[config.mk]
export PLATFORM = sky130hd
export DESIGN_NAME = povcts_div
export DESIGN_NICKNAME = d
export VERILOG_FILES = /design/src/pov_column_timing_serve_assert.svh /design/src/povcts_pkg.sv /design/src/povcts_div.sv
export SDC_FILE = /design/constraint.sdc
export NUM_CORES = 1
export LEC_CHECK = 0
export ABC_AREA = 1
export BUFFER_PORTS_ARGS = -buffer_cell sky130_fd_sc_hd__buf_2
export CORE_MARGIN = 8
export CORE_UTILIZATION = 40
export DETAILED_ROUTE_END_ITERATION = 6
export PLACE_DENSITY = 0.6
export SETUP_SLACK_MARGIN = 0.3
export SLEW_MARGIN = 15
export SYNTH_ARGS = -nofsm -noshare
export SYNTH_HDL_FRONTEND = slang
export SYNTH_SLANG_ARGS = --single-unit
[constraint.sdc]
create_clock -name clk -period 4.4 [get_ports clk]
set_input_delay 0 -clock clk [delete_from_list [all_inputs] [get_ports clk]]
set_output_delay 0 -clock clk [all_outputs]
set_load 0.005 [all_outputs]
[src/pov_column_timing_serve_assert.svh]
// ----------------------------------------------------------------------------
// pov column timing serve assertion macros
// shared concurrent assertion forms, clocked on clk, off during reset
// ----------------------------------------------------------------------------
`ifndef POV_COLUMN_TIMING_SERVE_ASSERT_SVH
`define POV_COLUMN_TIMING_SERVE_ASSERT_SVH

// same-cycle implication
`define POVCTS_ASSERT_NOW(label, ante, cons, msg) \
	label: assert property (@(posedge clk) disable iff (!arst_n) (ante) |-> (cons)) \
		else $error(msg);

// next-cycle implication
`define POVCTS_ASSERT_NEXT(label, ante, cons, msg) \
	label: assert property (@(posedge clk) disable iff (!arst_n) (ante) |=> (cons)) \
		else $error(msg);

`endif

[src/povcts_pkg.sv]
// ----------------------------------------------------------------------------
// povcts_pkg
// item types and fixed constants of the pov column timing block
// ----------------------------------------------------------------------------
package povcts_pkg;

	localparam int TIME_W = 48;
	localparam int CFG_W  = 20;
	localparam int WORD_W = 32;

	localparam logic [CFG_W-1:0]  MIN_TURN_RESET = 20'd10000;
	localparam logic [TIME_W-1:0] PERIOD_RESET   = 48'd102400;
	localparam logic [WORD_W-1:0] BLACK_WORD     = 32'h0000_00e0;

	localparam logic [1:0] REQ_HALL    = 2'd0;
	localparam logic [1:0] REQ_POLL    = 2'd1;
	localparam logic [1:0] REQ_WRITE   = 2'd2;
	localparam logic [1:0] REQ_PUBLISH = 2'd3;

	typedef struct packed {
		logic [1:0]        req_type;
		logic [TIME_W-1:0] timestamp_us;
		logic [7:0]        column_index;
		logic [5:0]        led_index;
		logic [WORD_W-1:0] pixel_word;
	} req_t;

	typedef struct packed {
		logic [7:0]        column_served;
		logic [WORD_W-1:0] outer_arm_word;
		logic [WORD_W-1:0] inner_arm_word;
		logic              last_of_column;
	} rsp_t;

endpackage

[src/povcts_div.sv]
// ----------------------------------------------------------------------------
// povcts_div
// angular column unit: elapsed * COLUMNS / period, quotient kept mod COLUMNS,
// one quotient bit per cycle
// ----------------------------------------------------------------------------
module povcts_div #(
	parameter int COLUMNS = 256
) (
	input  logic                          clk,
	input  logic                          arst_n,
	input  logic                          start,
	input  logic [povcts_pkg::TIME_W-1:0] elapsed,
	input  logic [povcts_pkg::TIME_W-1:0] period,
	output logic                          done,
	output logic [$clog2(COLUMNS)-1:0]    column
);

	import povcts_pkg::*;

	localparam int CW   = $clog2(COLUMNS);
	localparam int NW   = TIME_W + $clog2(COLUMNS + 1);
	localparam int CNTW = $clog2(NW + 1);

	localparam logic [1:0] PH_IDLE = 2'd0;
	localparam logic [1:0] PH_MUL  = 2'd1;
	localparam logic [1:0] PH_RUN  = 2'd2;
	localparam logic [1:0] PH_DONE = 2'd3;

	logic [1:0]        phase_q;
	logic [CNTW-1:0]   cnt_q;
	logic [TIME_W-1:0] elapsed_q;
	logic [TIME_W-1:0] dvs_q;
	logic [NW-1:0]     num_q;
	logic [TIME_W-1:0] rem_q;
	logic [CW-1:0]     qmod_q;

	logic [TIME_W:0]   trial;
	logic              ge;
	logic [TIME_W:0]   diff;
	logic [CW:0]       qm2;
	logic [CW:0]       qm_next;

	always_comb begin
		trial   = {rem_q, num_q[NW-1]};
		ge      = trial >= {1'b0, dvs_q};
		diff    = trial - {1'b0, dvs_q};
		qm2     = {qmod_q, ge};
		qm_next = (qm2 >= (CW+1)'(COLUMNS)) ? qm2 - (CW+1)'(COLUMNS) : qm2;
	end

	always_ff @(posedge clk or negedge arst_n) begin
		if (!arst_n) begin
			phase_q <= PH_IDLE;
			cnt_q   <= '0;
		end else begin
			case (phase_q)
				PH_IDLE: begin
					if (start) begin
						phase_q <= PH_MUL;
					end
				end
				PH_MUL: begin
					phase_q <= PH_RUN;
					cnt_q   <= CNTW'(NW);
				end
				PH_RUN: begin
					cnt_q <= cnt_q - 1'b1;
					if (cnt_q == CNTW'(1)) begin
						phase_q <= PH_DONE;
					end
				end
				default: begin
					phase_q <= PH_IDLE;
				end
			endcase
		end
	end

	always_ff @(posedge clk) begin
		if (phase_q == PH_IDLE && start) begin
			elapsed_q <= elapsed;
			dvs_q     <= (period == '0) ? TIME_W'(1) : period;
		end
		if (phase_q == PH_MUL) begin
			num_q  <= NW'(elapsed_q) * NW'(COLUMNS);
			rem_q  <= '0;
			qmod_q <= '0;
		end
		if (phase_q == PH_RUN) begin
			num_q  <= {num_q[NW-2:0], 1'b0};
			rem_q  <= ge ? diff[TIME_W-1:0] : trial[TIME_W-1:0];
			qmod_q <= qm_next[CW-1:0];
		end
	end

	assign done   = (phase_q == PH_DONE);
	assign column = qmod_q;

endmodule

==> results.ini, run 1 <==
[sta]
clock_skew_ps=18.44
fin_crit_sh_pct=64.26
finalCriticalPeriod_ps=2827
report.final.slew_viol_count=0
finalSetupTns_ps=0
fmax_ghz=0.3537
tightest_slew_ps=1103
rsz0062_at_grt=no
maxSlewHeadroom_pct=26.44
hold_ws_ps=158.0
setup_viol=0
final_hold_viol_count=0

[grt]
track_usage_pct=18.37
grt_pass1_wl_um=56870
grt_pass1_vias=10950
grt_max_degree=82
antenna_found_initial=0
gr-total-overflow=0

[yosys]
synth_edf_count=201
synth.area.top_cells=edfxtp_1, nand2_1, inv_1
synth_seq_area_share_pct=48.47
ys_ff_latch=209
synth_common_cells=nand2_1, inv_1, edfxtp_1
synth_top_family_by_area=simple AND/OR/NAND/NOR gates
synth_area_leader_cell=edfxtp_1
synth_area_um2=12870
postSynthAreaPerCell_um2=7.645
synth_top_area_share_pct=46.91
yosys.cell_count.top_type=nand2_1
synth_flop_cell=edfxtp_1
synthXorXnorAreaFrac_pct=1.634
synth-adder-area-share_pct=5.407
syn-num-nets=1837
synthMuxAreaShare_pct=0
synthSimpleGateAreaFrac_pct=30.99
syn-instance-count=1683
yosysWarnings=0
synth_cell_types=35
synth_compound_area_share_pct=2.081
async_flop_share_pct=3.828

[clock_network]
clock_latency_ps=550
cts.path.max_buffers=3
htreeDepth=1
cts_tree=built
cts.clk_slew.worst_paths_ps=60
cts_root_buf=clkbuf_16
cts_sinks=209
post_cts_buffers=0
cts_buffers=24

[route]
vias_per_cell=4.672
dr_total_vias=10586
routed_wl_um=34650
wl_per_cell_um=15.29
ant_nets=0
drc_errors=0
drt-pass1-iter-count=5
drt_iter0_drc=672

[place]
place_hpwl_um=24830
gp_congestion=0.9423
placed_cell_area_um2=13680
port_buffers=107

[cells_and_area]
nFillCells=3085
utilization_pct=48.73
diodes=0
multi_input_area_um2=5186
regArea_um2=6236
num-nets-final=2000
syn2layout_area_growth_pct=19.82
layout-drive-gt1-share_pct=9.174
fin_area_um2=15420

[pwr]
peakVddDrop_mv=0.5047
p_int_mw=6.263
power_frac_seq_pct=31.7
power_switching_mw=5.171
combPwrFrac_pct=51.6
p_leak_nw=7.594
power_frac_clock_pct=16.7
power_density_nw_per_um2=741.7
switching_share_pct=45.23

[die]
initial_core_util_pct=40.67
core_um2=31640
io_pins=108
die_w_um=195.3
die_area_um2=38160
rows=65
die_h_um=195.3

[worst_setup_path]
crit_fanout=27
critical_path_buf_inv_count=2
worstPathRequired_ps=4690
start_kind=register
cp.arrival_ps=3120
critical-path-top-delay-family=simple AND/OR/NAND/NOR gates
criticalPathCategory=reg -> reg
crit_path_cell_trace=ha_1 -> nand2_1 -> inv_1 -> nand2_1 -> nor2_1 -> nand2_1 -> nor2_1 -> nand2_1 -> nand3_1 -> nor2_4 -> nand2_4 -> inv_4 -> nor2_1 -> nor2_1
cp-end-kind=register
crit_path_max_incr_delay_ps=480
slowest_stage=edfxtp_1

[status]
status=finished clean

[flow_run]
maxCapViolations=0

[hold_path]
hp-class=in -> reg

## cells in the final DEF (no fill, tap or decap), types with 2 or more instances in the layout
cell type,Yosys,final
nand2_1,629,629
xor2_1,22,22
nand3_1,59,59
nand4_1,8,8
inv_2,4,4
clkinv_2,0,7
edfxtp_1,201,201
ha_4,0,2
o21ai_0,9,9
nor2_1,189,189
buf_2,8,107
inv_4,1,2
nor4_1,13,13
nand3b_1,47,47
inv_1,300,299
clkbuf_1,60,6
nand2_2,2,2
o21bai_1,3,3
clkbuf_16,0,24
buf_4,2,6
dlygate4sd3_1,0,99
a21oi_2,2,2
o21a_1,2,2
nor3_1,7,7
nor2_2,3,3
dfrtp_1,8,8
clkinv_1,1,4
or2_2,3,3
ha_1,54,52
a21oi_1,32,32
xnor2_1,2,2
## worst reg2reg max path: stages (launching register included)
cell and delay [ps]:
edfxtp_1 480, ha_1 420, nand2_1 140, inv_1 100
nand2_1 50, nor2_1 190, nand2_1 100, nor2_1 90
nand2_1 60, nand3_1 110, nor2_4 60, nand2_4 320
inv_4 220, nor2_1 180, nor2_1 60
## metal layers
metal / GRT usage [%] / wire (um)
met1: 24.21 / 16250
met2: 30.80 / 15870
met3: 3.112 / 1586
met4: 4.969 / 947
met5: 0 / 0
## sequential cells by signal, indices dropped and copies added (netlist names)
register / flops
num_q: 49
elapsed_q: 48
rem_q: 48
dvs_q: 48
cnt_q: 6
column: 8
phase_q: 2
## logic make-up after synthesis
| kind of cell | count (synthesis) |
|---|---|
| AND/OR/NAND/NOR | 964 |
| buffers and inverters | 382 |
| flip-flops | 209 |
| adder cells (fa/ha/maj) | 55 |
| AO/OA/AOI/OAI | 49 |
| XOR/XNOR | 24 |
## worst paths after layout
check                                               end  slack [ps]  depth (start not counted)                     from
worst min-delay path             elapsed_q[7]$_DFFE_PP_         160                          2               elapsed[7]
worst min register to register      num_q[54]$_DFFE_PP_         500                          2  elapsed_q[46]$_DFFE_PP_
worst max register to register  rem_q[13]$_SDFFCE_PN0P_        1570                         14  rem_q[28]$_SDFFCE_PN0P_
max in group asynchronous          cnt_q[3]$_DFFE_PN0P_        3690                          3                   arst_n
worst max-delay path            rem_q[13]$_SDFFCE_PN0P_        1570                         14  rem_q[28]$_SDFFCE_PN0P_
min in group asynchronous          cnt_q[1]$_DFFE_PN0P_         420                          3                   arst_n
## what timing repair did
item,4_1_cts,5_1_grt
endpoints found under the hold margin,106,0
hold buffers,99,0
endpoints found under the setup margin,0,0
gates resized for setup,0,0
## cell type report
| class | instances | share of cell area [%] |
|---|---|---|
| Clock inverter | 14 | 0.7954 |
| Tap cell | 402 | 3.263 |
| Inverter | 306 | 7.483 |
| Clock buffer | 30 | 4.042 |
| Timing Repair Buffer | 213 | 10.32 |
| Multi-Input combinational cell | 1092 | 33.64 |
| Sequential cell | 209 | 40.45 |
## metrics by stage
stage,std cells,setup slack (ps),total power [mW]
floorplan,1683,417.6,7.907
global placement,2123,1532,9.469
detailed placement,2123,1587,9.496
CTS,2266,1571,11.52
global route,2266,1285,12.49
finish,2266,1573,11.43
## power by group through the flow
stage / combinational, mW / clock (mW) / sequential, mW
3_3_place_gp: 5.82 / 0 / 3.65
5_1_grt: 6.76 / 2.03 / 3.71
4_1_cts: 5.94 / 1.95 / 3.63
2_1_floorplan: 4.25 / 0 / 3.65
6_report: 5.90 / 1.90 / 3.63
3_5_place_dp: 5.83 / 0 / 3.66
Power figures use the tool's default switching activity.
==> run 2, diff against run 1 <==
Settings changed: PLACE_DENSITY 0.6 to 0.62.
Clock period 4.4 ns to 2.5 ns, I/O delays scaled along.
==> results.ini, run 2 (same netlist as run 1, synthesis figures left out) <==
[status]
status=finished clean

[clock_network]
cts.path.max_buffers=3  ; unchanged
clock_latency_ps=530  ; -20 ps
cts.clk_slew.worst_paths_ps=60  ; about the same
cts_root_buf=clkbuf_16
cts_sinks=209  ; unchanged
htreeDepth=1  ; unchanged
cts_buffers=24  ; unchanged
cts_tree=built

[route]
drt-pass1-iter-count=5  ; unchanged
wl_met2_um=18260  ; +15%
routed_wl_um=37920  ; +9.4%
drt_iter0_drc=596  ; -11%
vias_per_cell=4.785  ; +2.4%
ant_nets=0  ; unchanged
top_layer_used=met4
wl_per_cell_um=15.97  ; +4.4%
drc_errors=0  ; unchanged
wirelength_met1_um=16910  ; +4.1%
dr_total_vias=11364  ; +7.3%
wl_met3_um=1770  ; +12%

[die]
core_um2=31640  ; unchanged
rows=65  ; unchanged
io_pins=108  ; unchanged
die_h_um=195.3  ; unchanged
initial_core_util_pct=40.67  ; unchanged
die_area_um2=38160  ; unchanged
die_w_um=195.3  ; unchanged

[sta]
final_hold_viol_count=0  ; unchanged
tightest_slew_ps=770.8  ; -332.6 ps
clock_skew_ps=8.603  ; -9.840 ps
maxSlewHeadroom_pct=48.14  ; +22 points
fin_crit_sh_pct=93.13  ; +29 points
report.final.slew_viol_count=0  ; unchanged
fmax_ghz=0.4295  ; +21%
finalCriticalPeriod_ps=2328  ; -499.1 ps
rsz0062_at_grt=yes
finalSetupTns_ps=0  ; unchanged
setup_viol=0  ; unchanged

[cells_and_area]
largest_reg_flops=49  ; unchanged
syn2layout_area_growth_pct=39.92
final_cell_mix=nand2_1, inv_1, edfxtp_1
fin_area_um2=18000  ; +17%
layout-drive-gt1-share_pct=29.40  ; +20 points
regArea_um2=6236  ; unchanged
diodes=0  ; unchanged
num-nets-final=2111  ; +5.6%
nFillCells=2833  ; -8.2%
multi_input_area_um2=6591  ; +27%
largest-register=num_q
mostFrequentLayoutCell=nand2_1

[pwr]
power_density_nw_per_um2=1413  ; +90%
p_leak_nw=8.428  ; +11%
peakVddDrop_mv=1.278  ; +150%

[hold_path]
hp-class=in -> reg
min_to=elapsed_q[43]$_DFFE_PP_
whs_path_depth=2  ; unchanged
min-delay-start=elapsed[43]

[worst_setup_path]
crit_fanout=6  ; -78%
criticalPathCategory=reg -> reg
reg2reg_slack_ps=170  ; -1400 ps
r2r_end=rem_q[41]$_SDFFCE_PN0P_
r2r_cells=16  ; +2
worstPathRequired_ps=2790  ; -1900 ps
r2r_start=rem_q[38]$_SDFFCE_PN0P_
start_kind=register
cp.arrival_ps=2620  ; -500 ps
cp-end-kind=register

[flow_run]
maxCapViolations=0  ; unchanged

[grt]
track_usage_pct=19.16  ; +0.79 points
antenna_found_initial=0  ; unchanged
grt_pass1_wl_um=59220  ; +4.1%
gr-total-overflow=0  ; unchanged
grt_max_degree=109  ; +33%
grt_pass1_vias=11298  ; +3.2%

[place]
placed_cell_area_um2=14030  ; +2.5%
gp_congestion=0.9481  ; +0.62%
place_hpwl_um=25650  ; +3.3%
port_buffers=107  ; unchanged

[run 2: changes by cell type in the layout (fill, tap and decap cells not counted), moves of 15 or more]
cell     previous run  this run
buf_4               6       100
ha_1               52         6
ha_4                2        47
inv_1             299       250
inv_2               4        52
nand2_1           629       512
nand2_2             2        94
nand2_4             1        26
nand3_1            59        39
nand3_2             1        16
nor2_1            189       133
nor2_2              3        40
nor2_4              1        20
[run 2: repair_timing]
action	CTS	global route
gates resized for setup	161	200
endpoints found under the setup margin	49	49
cloned	2	1
pin swaps	47	101
endpoints found under the hold margin	106	0
setup buffers	39	35
hold buffers	99	0
[run 2: cell type report]
type / count / share of cell area [%]
Clock buffer: 27 / 3.517
Clock inverter: 15 / 1.460
Inverter: 306 / 6.485
Multi-Input combinational cell: 1092 / 36.61
Sequential cell: 209 / 34.64
Tap cell: 402 / 2.794
Timing Repair Buffer: 324 / 14.49
[run 2: per-layer routing]
metal / global-route usage [%] / vias to the layer above
li1: - / 5733
met1: 24.27 / 5312
met2: 32.91 / 272
met3: 3.473 / 47
met4: 5.727 / 0
met5: 0 / -
[run 2: stage by stage]
step / total power, mW / std cells / utilization [%] / hold slack, ps / setup WS (ps)
final: 25.43 / 2375 / 56.90 / 178.0 / 171.8
after global routing: 27.18 / 2375 / 56.90 / 173.6 / 96.29
after CTS: 23.65 / 2339 / 54.23 / 158.8 / 213.7
after detailed placement: 17.27 / 2157 / 44.33 / -137.6 / -212.4
after global placement: 17.14 / 2157 / 44.33 / -141.8 / -178.6
after floorplan: 13.85 / 1683 / - / -295.6 / 45.58
[run 2: worst max-delay path: stages, from the launching register on]
cell and delay [ps]:
edfxtp_1 480, ha_4 350, nand2_2 50, inv_2 70
nand2_4 70, nor2_4 110, nand2_2 90, nor2_2 100
nand2_1 70, nand3_2 90, nor2_4 60, nand2_4 90
buf_12 120, buf_16 120, nand2_2 50, nor2_2 100
nor2_1 50
[run 2: worst max path at each step]
stage / from / end / slack (ps)
2_1_floorplan: phase_q[1]$_DFFE_PN0P_ / dvs_q[0]$_SDFFCE_PN1P_ / 50
3_3_place_gp: dvs_q[0]$_SDFFCE_PN1P_ / rem_q[28]$_SDFFCE_PN0P_ / -180
3_5_place_dp: dvs_q[0]$_SDFFCE_PN1P_ / rem_q[28]$_SDFFCE_PN0P_ / -210
4_1_cts: rem_q[38]$_SDFFCE_PN0P_ / rem_q[36]$_SDFFCE_PN0P_ / 210
5_1_grt: rem_q[35]$_SDFFCE_PN0P_ / rem_q[38]$_SDFFCE_PN0P_ / 100
6_report: rem_q[38]$_SDFFCE_PN0P_ / rem_q[41]$_SDFFCE_PN0P_ / 170
[run 2: report_power, final]
group | leakage (nW) | total, mW | switching [mW] | internal (mW)
combinational | 5.96 | 14.8 | 8.84 | 5.98
clock | 0.431 | 4.04 | 1.50 | 2.54
sequential | 2.04 | 6.57 | 0.655 | 5.91
==> run 3, diff against run 2 <==
--- a/config.mk
+++ b/config.mk
@@ -9,7 +9,7 @@
 export BUFFER_PORTS_ARGS = -buffer_cell sky130_fd_sc_hd__buf_2
 export CORE_MARGIN = 8
-export CORE_UTILIZATION = 40
+export CORE_UTILIZATION = 44
 export DETAILED_ROUTE_END_ITERATION = 6
-export PLACE_DENSITY = 0.62
+export PLACE_DENSITY = 0.67
 export SETUP_SLACK_MARGIN = 0.3
 export SLEW_MARGIN = 15
==> constraint.sdc (replaced) <==
create_clock -name clk -period 2.5 [get_ports clk]
set_input_delay 0.5 -clock clk [delete_from_list [all_inputs] [get_ports clk]]
set_output_delay 0.5 -clock clk [all_outputs]
set_load 0.005 [all_outputs]
==> results.ini, run 3 (same netlist as run 1, synthesis figures left out) <==
[clock_network]
cts.path.max_buffers=3  ; unchanged
cts_buffers=23  ; -4.2%
cts_root_buf=clkbuf_16
clock_latency_ps=540  ; about the same
cts_tree=built
cts_sinks=209  ; unchanged
cts.clk_slew.worst_paths_ps=60  ; about the same
htreeDepth=1  ; unchanged

[worst_setup_path]
slowest_stage=edfxtp_1
critical_path_buf_inv_count=3  ; unchanged
worstPathRequired_ps=2790  ; about the same
cp.arrival_ps=2700  ; +80 ps
critical-path-top-delay-family=simple AND/OR/NAND/NOR gates
crit_fanout=13  ; +7
crit_path_max_incr_delay_ps=490  ; about the same
criticalPathCategory=reg -> reg
crit_path_cell_trace=ha_4 -> nand2_4 -> inv_2 -> nand2_2 -> nor2_2 -> nand2_1 -> nor2_2 -> nand2_1 -> nand3_2 -> nor2_4 -> buf_12 -> nand2_8 -> inv_16 -> nor2_1 -> nor2_1
start_kind=register
cp-end-kind=register

[cells_and_area]
syn2layout_area_growth_pct=29.50
diodes=0  ; unchanged
largest_reg_flops=49  ; unchanged
largest-register=num_q
layout-drive-gt1-share_pct=25.97  ; -3.4 points
multi_input_area_um2=6312  ; -4.2%
nFillCells=2583  ; -8.8%
mostFrequentLayoutCell=nand2_1
regArea_um2=6236  ; unchanged
final_cell_mix=nand2_1, inv_1, edfxtp_1
stdcell_count=2263  ; -4.7%
num-nets-final=2018  ; -4.4%

[route]
drc_errors=0  ; unchanged
drt_iter0_drc=763  ; +28%
ant_nets=0  ; unchanged
vias_per_cell=4.797  ; +0.26%
dr_total_vias=10856  ; -4.5%
drt-pass1-iter-count=5  ; unchanged
routed_wl_um=36330  ; -4.2%
wl_per_cell_um=16.05  ; +0.52%

[sta]
finalCriticalPeriod_ps=2409  ; +80.69 ps
report.final.slew_viol_count=0  ; unchanged
fmax_ghz=0.4151  ; -3.3%
tightest_slew_ps=892.5  ; +121.7 ps
final_hold_viol_count=0  ; unchanged
setup_viol=0  ; unchanged
rsz0062_at_grt=yes
fin_crit_sh_pct=96.36  ; +3.2 points
maxSlewHeadroom_pct=40.50  ; -7.6 points
clock_skew_ps=12.90  ; +4.298 ps

[grt]
grt_pass1_vias=11025  ; -2.4%
antenna_found_initial=0  ; unchanged
grt_pass1_wl_um=57460  ; -3.0%
gr-total-overflow=0  ; unchanged
grt_max_degree=72  ; -34%
track_usage_pct=20.24  ; +1.1 points

[status]
status=finished clean

[place]
dp.cells=2155  ; -0.093%
port_buffers=107  ; unchanged
gp_congestion=0.9613  ; +1.4%
place_hpwl_um=25980  ; +1.3%

[pwr]
power_density_nw_per_um2=1475  ; +4.4%
peakVddDrop_mv=0.9110  ; -29%
power.total_mw=24.58  ; -3.4%
p_leak_nw=7.920  ; -6.0%

[die]
initial_core_util_pct=44.70  ; +4.0 points
rows=62  ; -4.6%
core_um2=28780  ; -9.0%
io_pins=108  ; unchanged
die_h_um=187  ; -4.3%
die_area_um2=34970  ; -8.4%
die_w_um=187  ; -4.3%

[flow_run]
maxCapViolations=0  ; unchanged

[hold_path]
hp-class=in -> reg

run 3: routing by layer:
layer	global-route usage [%]	vias to the layer above	wire, um
li1	-	5541	-
met1	26.27	4956	16410
met2	32.94	294	16600
met3	4.064	65	1994
met4	7.728	0	1313
met5	0	-	0
run 3: power by group:
group / switching [mW] / total [mW] / internal [mW]
combinational: 8.79 / 14.6 / 5.80
clock: 1.40 / 3.41 / 2.02
sequential: 0.665 / 6.57 / 5.90
run 3: worst paths after layout:
check	cells past startpoint	slack (ps)	startpoint	to
worst max-delay path	15	90	rem_q[11]$_SDFFCE_PN0P_	rem_q[18]$_SDFFCE_PN0P_
worst min-delay path	1	140	elapsed[44]	elapsed_q[44]$_DFFE_PP_
worst max register to register	15	90	rem_q[11]$_SDFFCE_PN0P_	rem_q[18]$_SDFFCE_PN0P_
worst min register to register	2	500	elapsed_q[15]$_DFFE_PP_	num_q[23]$_DFFE_PP_
max in group asynchronous	2	2010	arst_n	phase_q[1]$_DFFE_PN0P_
min in group asynchronous	2	330	arst_n	cnt_q[5]$_DFFE_PN0P_
run 3: stage by stage:
stage | worst slack, ps | hold slack (ps) | utilization, % | area (um^2) | TNS (ps)
6_report | 91.11 | 139.0 | 57.89 | 16660 | 0
4_1_cts | 186.7 | 106.6 | 56.26 | 16190 | 0
3_5_place_dp | -74.82 | 354.3 | 49.03 | 14110 | -166.1
3_3_place_gp | -70.44 | 351.1 | 49.03 | 14110 | -128.3
5_1_grt | 26.49 | 114.9 | 57.89 | 16660 | 0
2_1_floorplan | 45.58 | 204.4 | - | 12880 | 0
run 3: timing repair:
action / in CTS / in global routing
gates resized for setup: 158 / 100
buffers inserted: 40 / 20
cloned: 6 / 1
hold buffers: 1 / 0
endpoints found under the hold margin: 8 / 0
pin swaps: 27 / 52
setup endpoints to repair: 49 / 49
run 3: worst register-to-register path, stage by stage (launching register included):
cell and delay, ps:
edfxtp_1 490, ha_4 360, nand2_4 50, inv_2 60
nand2_2 50, nor2_2 100, nand2_1 80, nor2_2 150
nand2_1 90, nand3_2 100, nor2_4 60, buf_12 140
nand2_8 180, inv_16 100, nor2_1 110, nor2_1 50
run 3: cell type report:
type	instances	area share, %
Clock buffer	27	3.544
Inverter	306	7.014
Multi-Input combinational cell	1093	37.88
Timing Repair Buffer	229	10.05
Timing Repair inverter	2	0.2178
Tap cell	384	2.884
Clock inverter	13	0.9762
Sequential cell	209	37.43
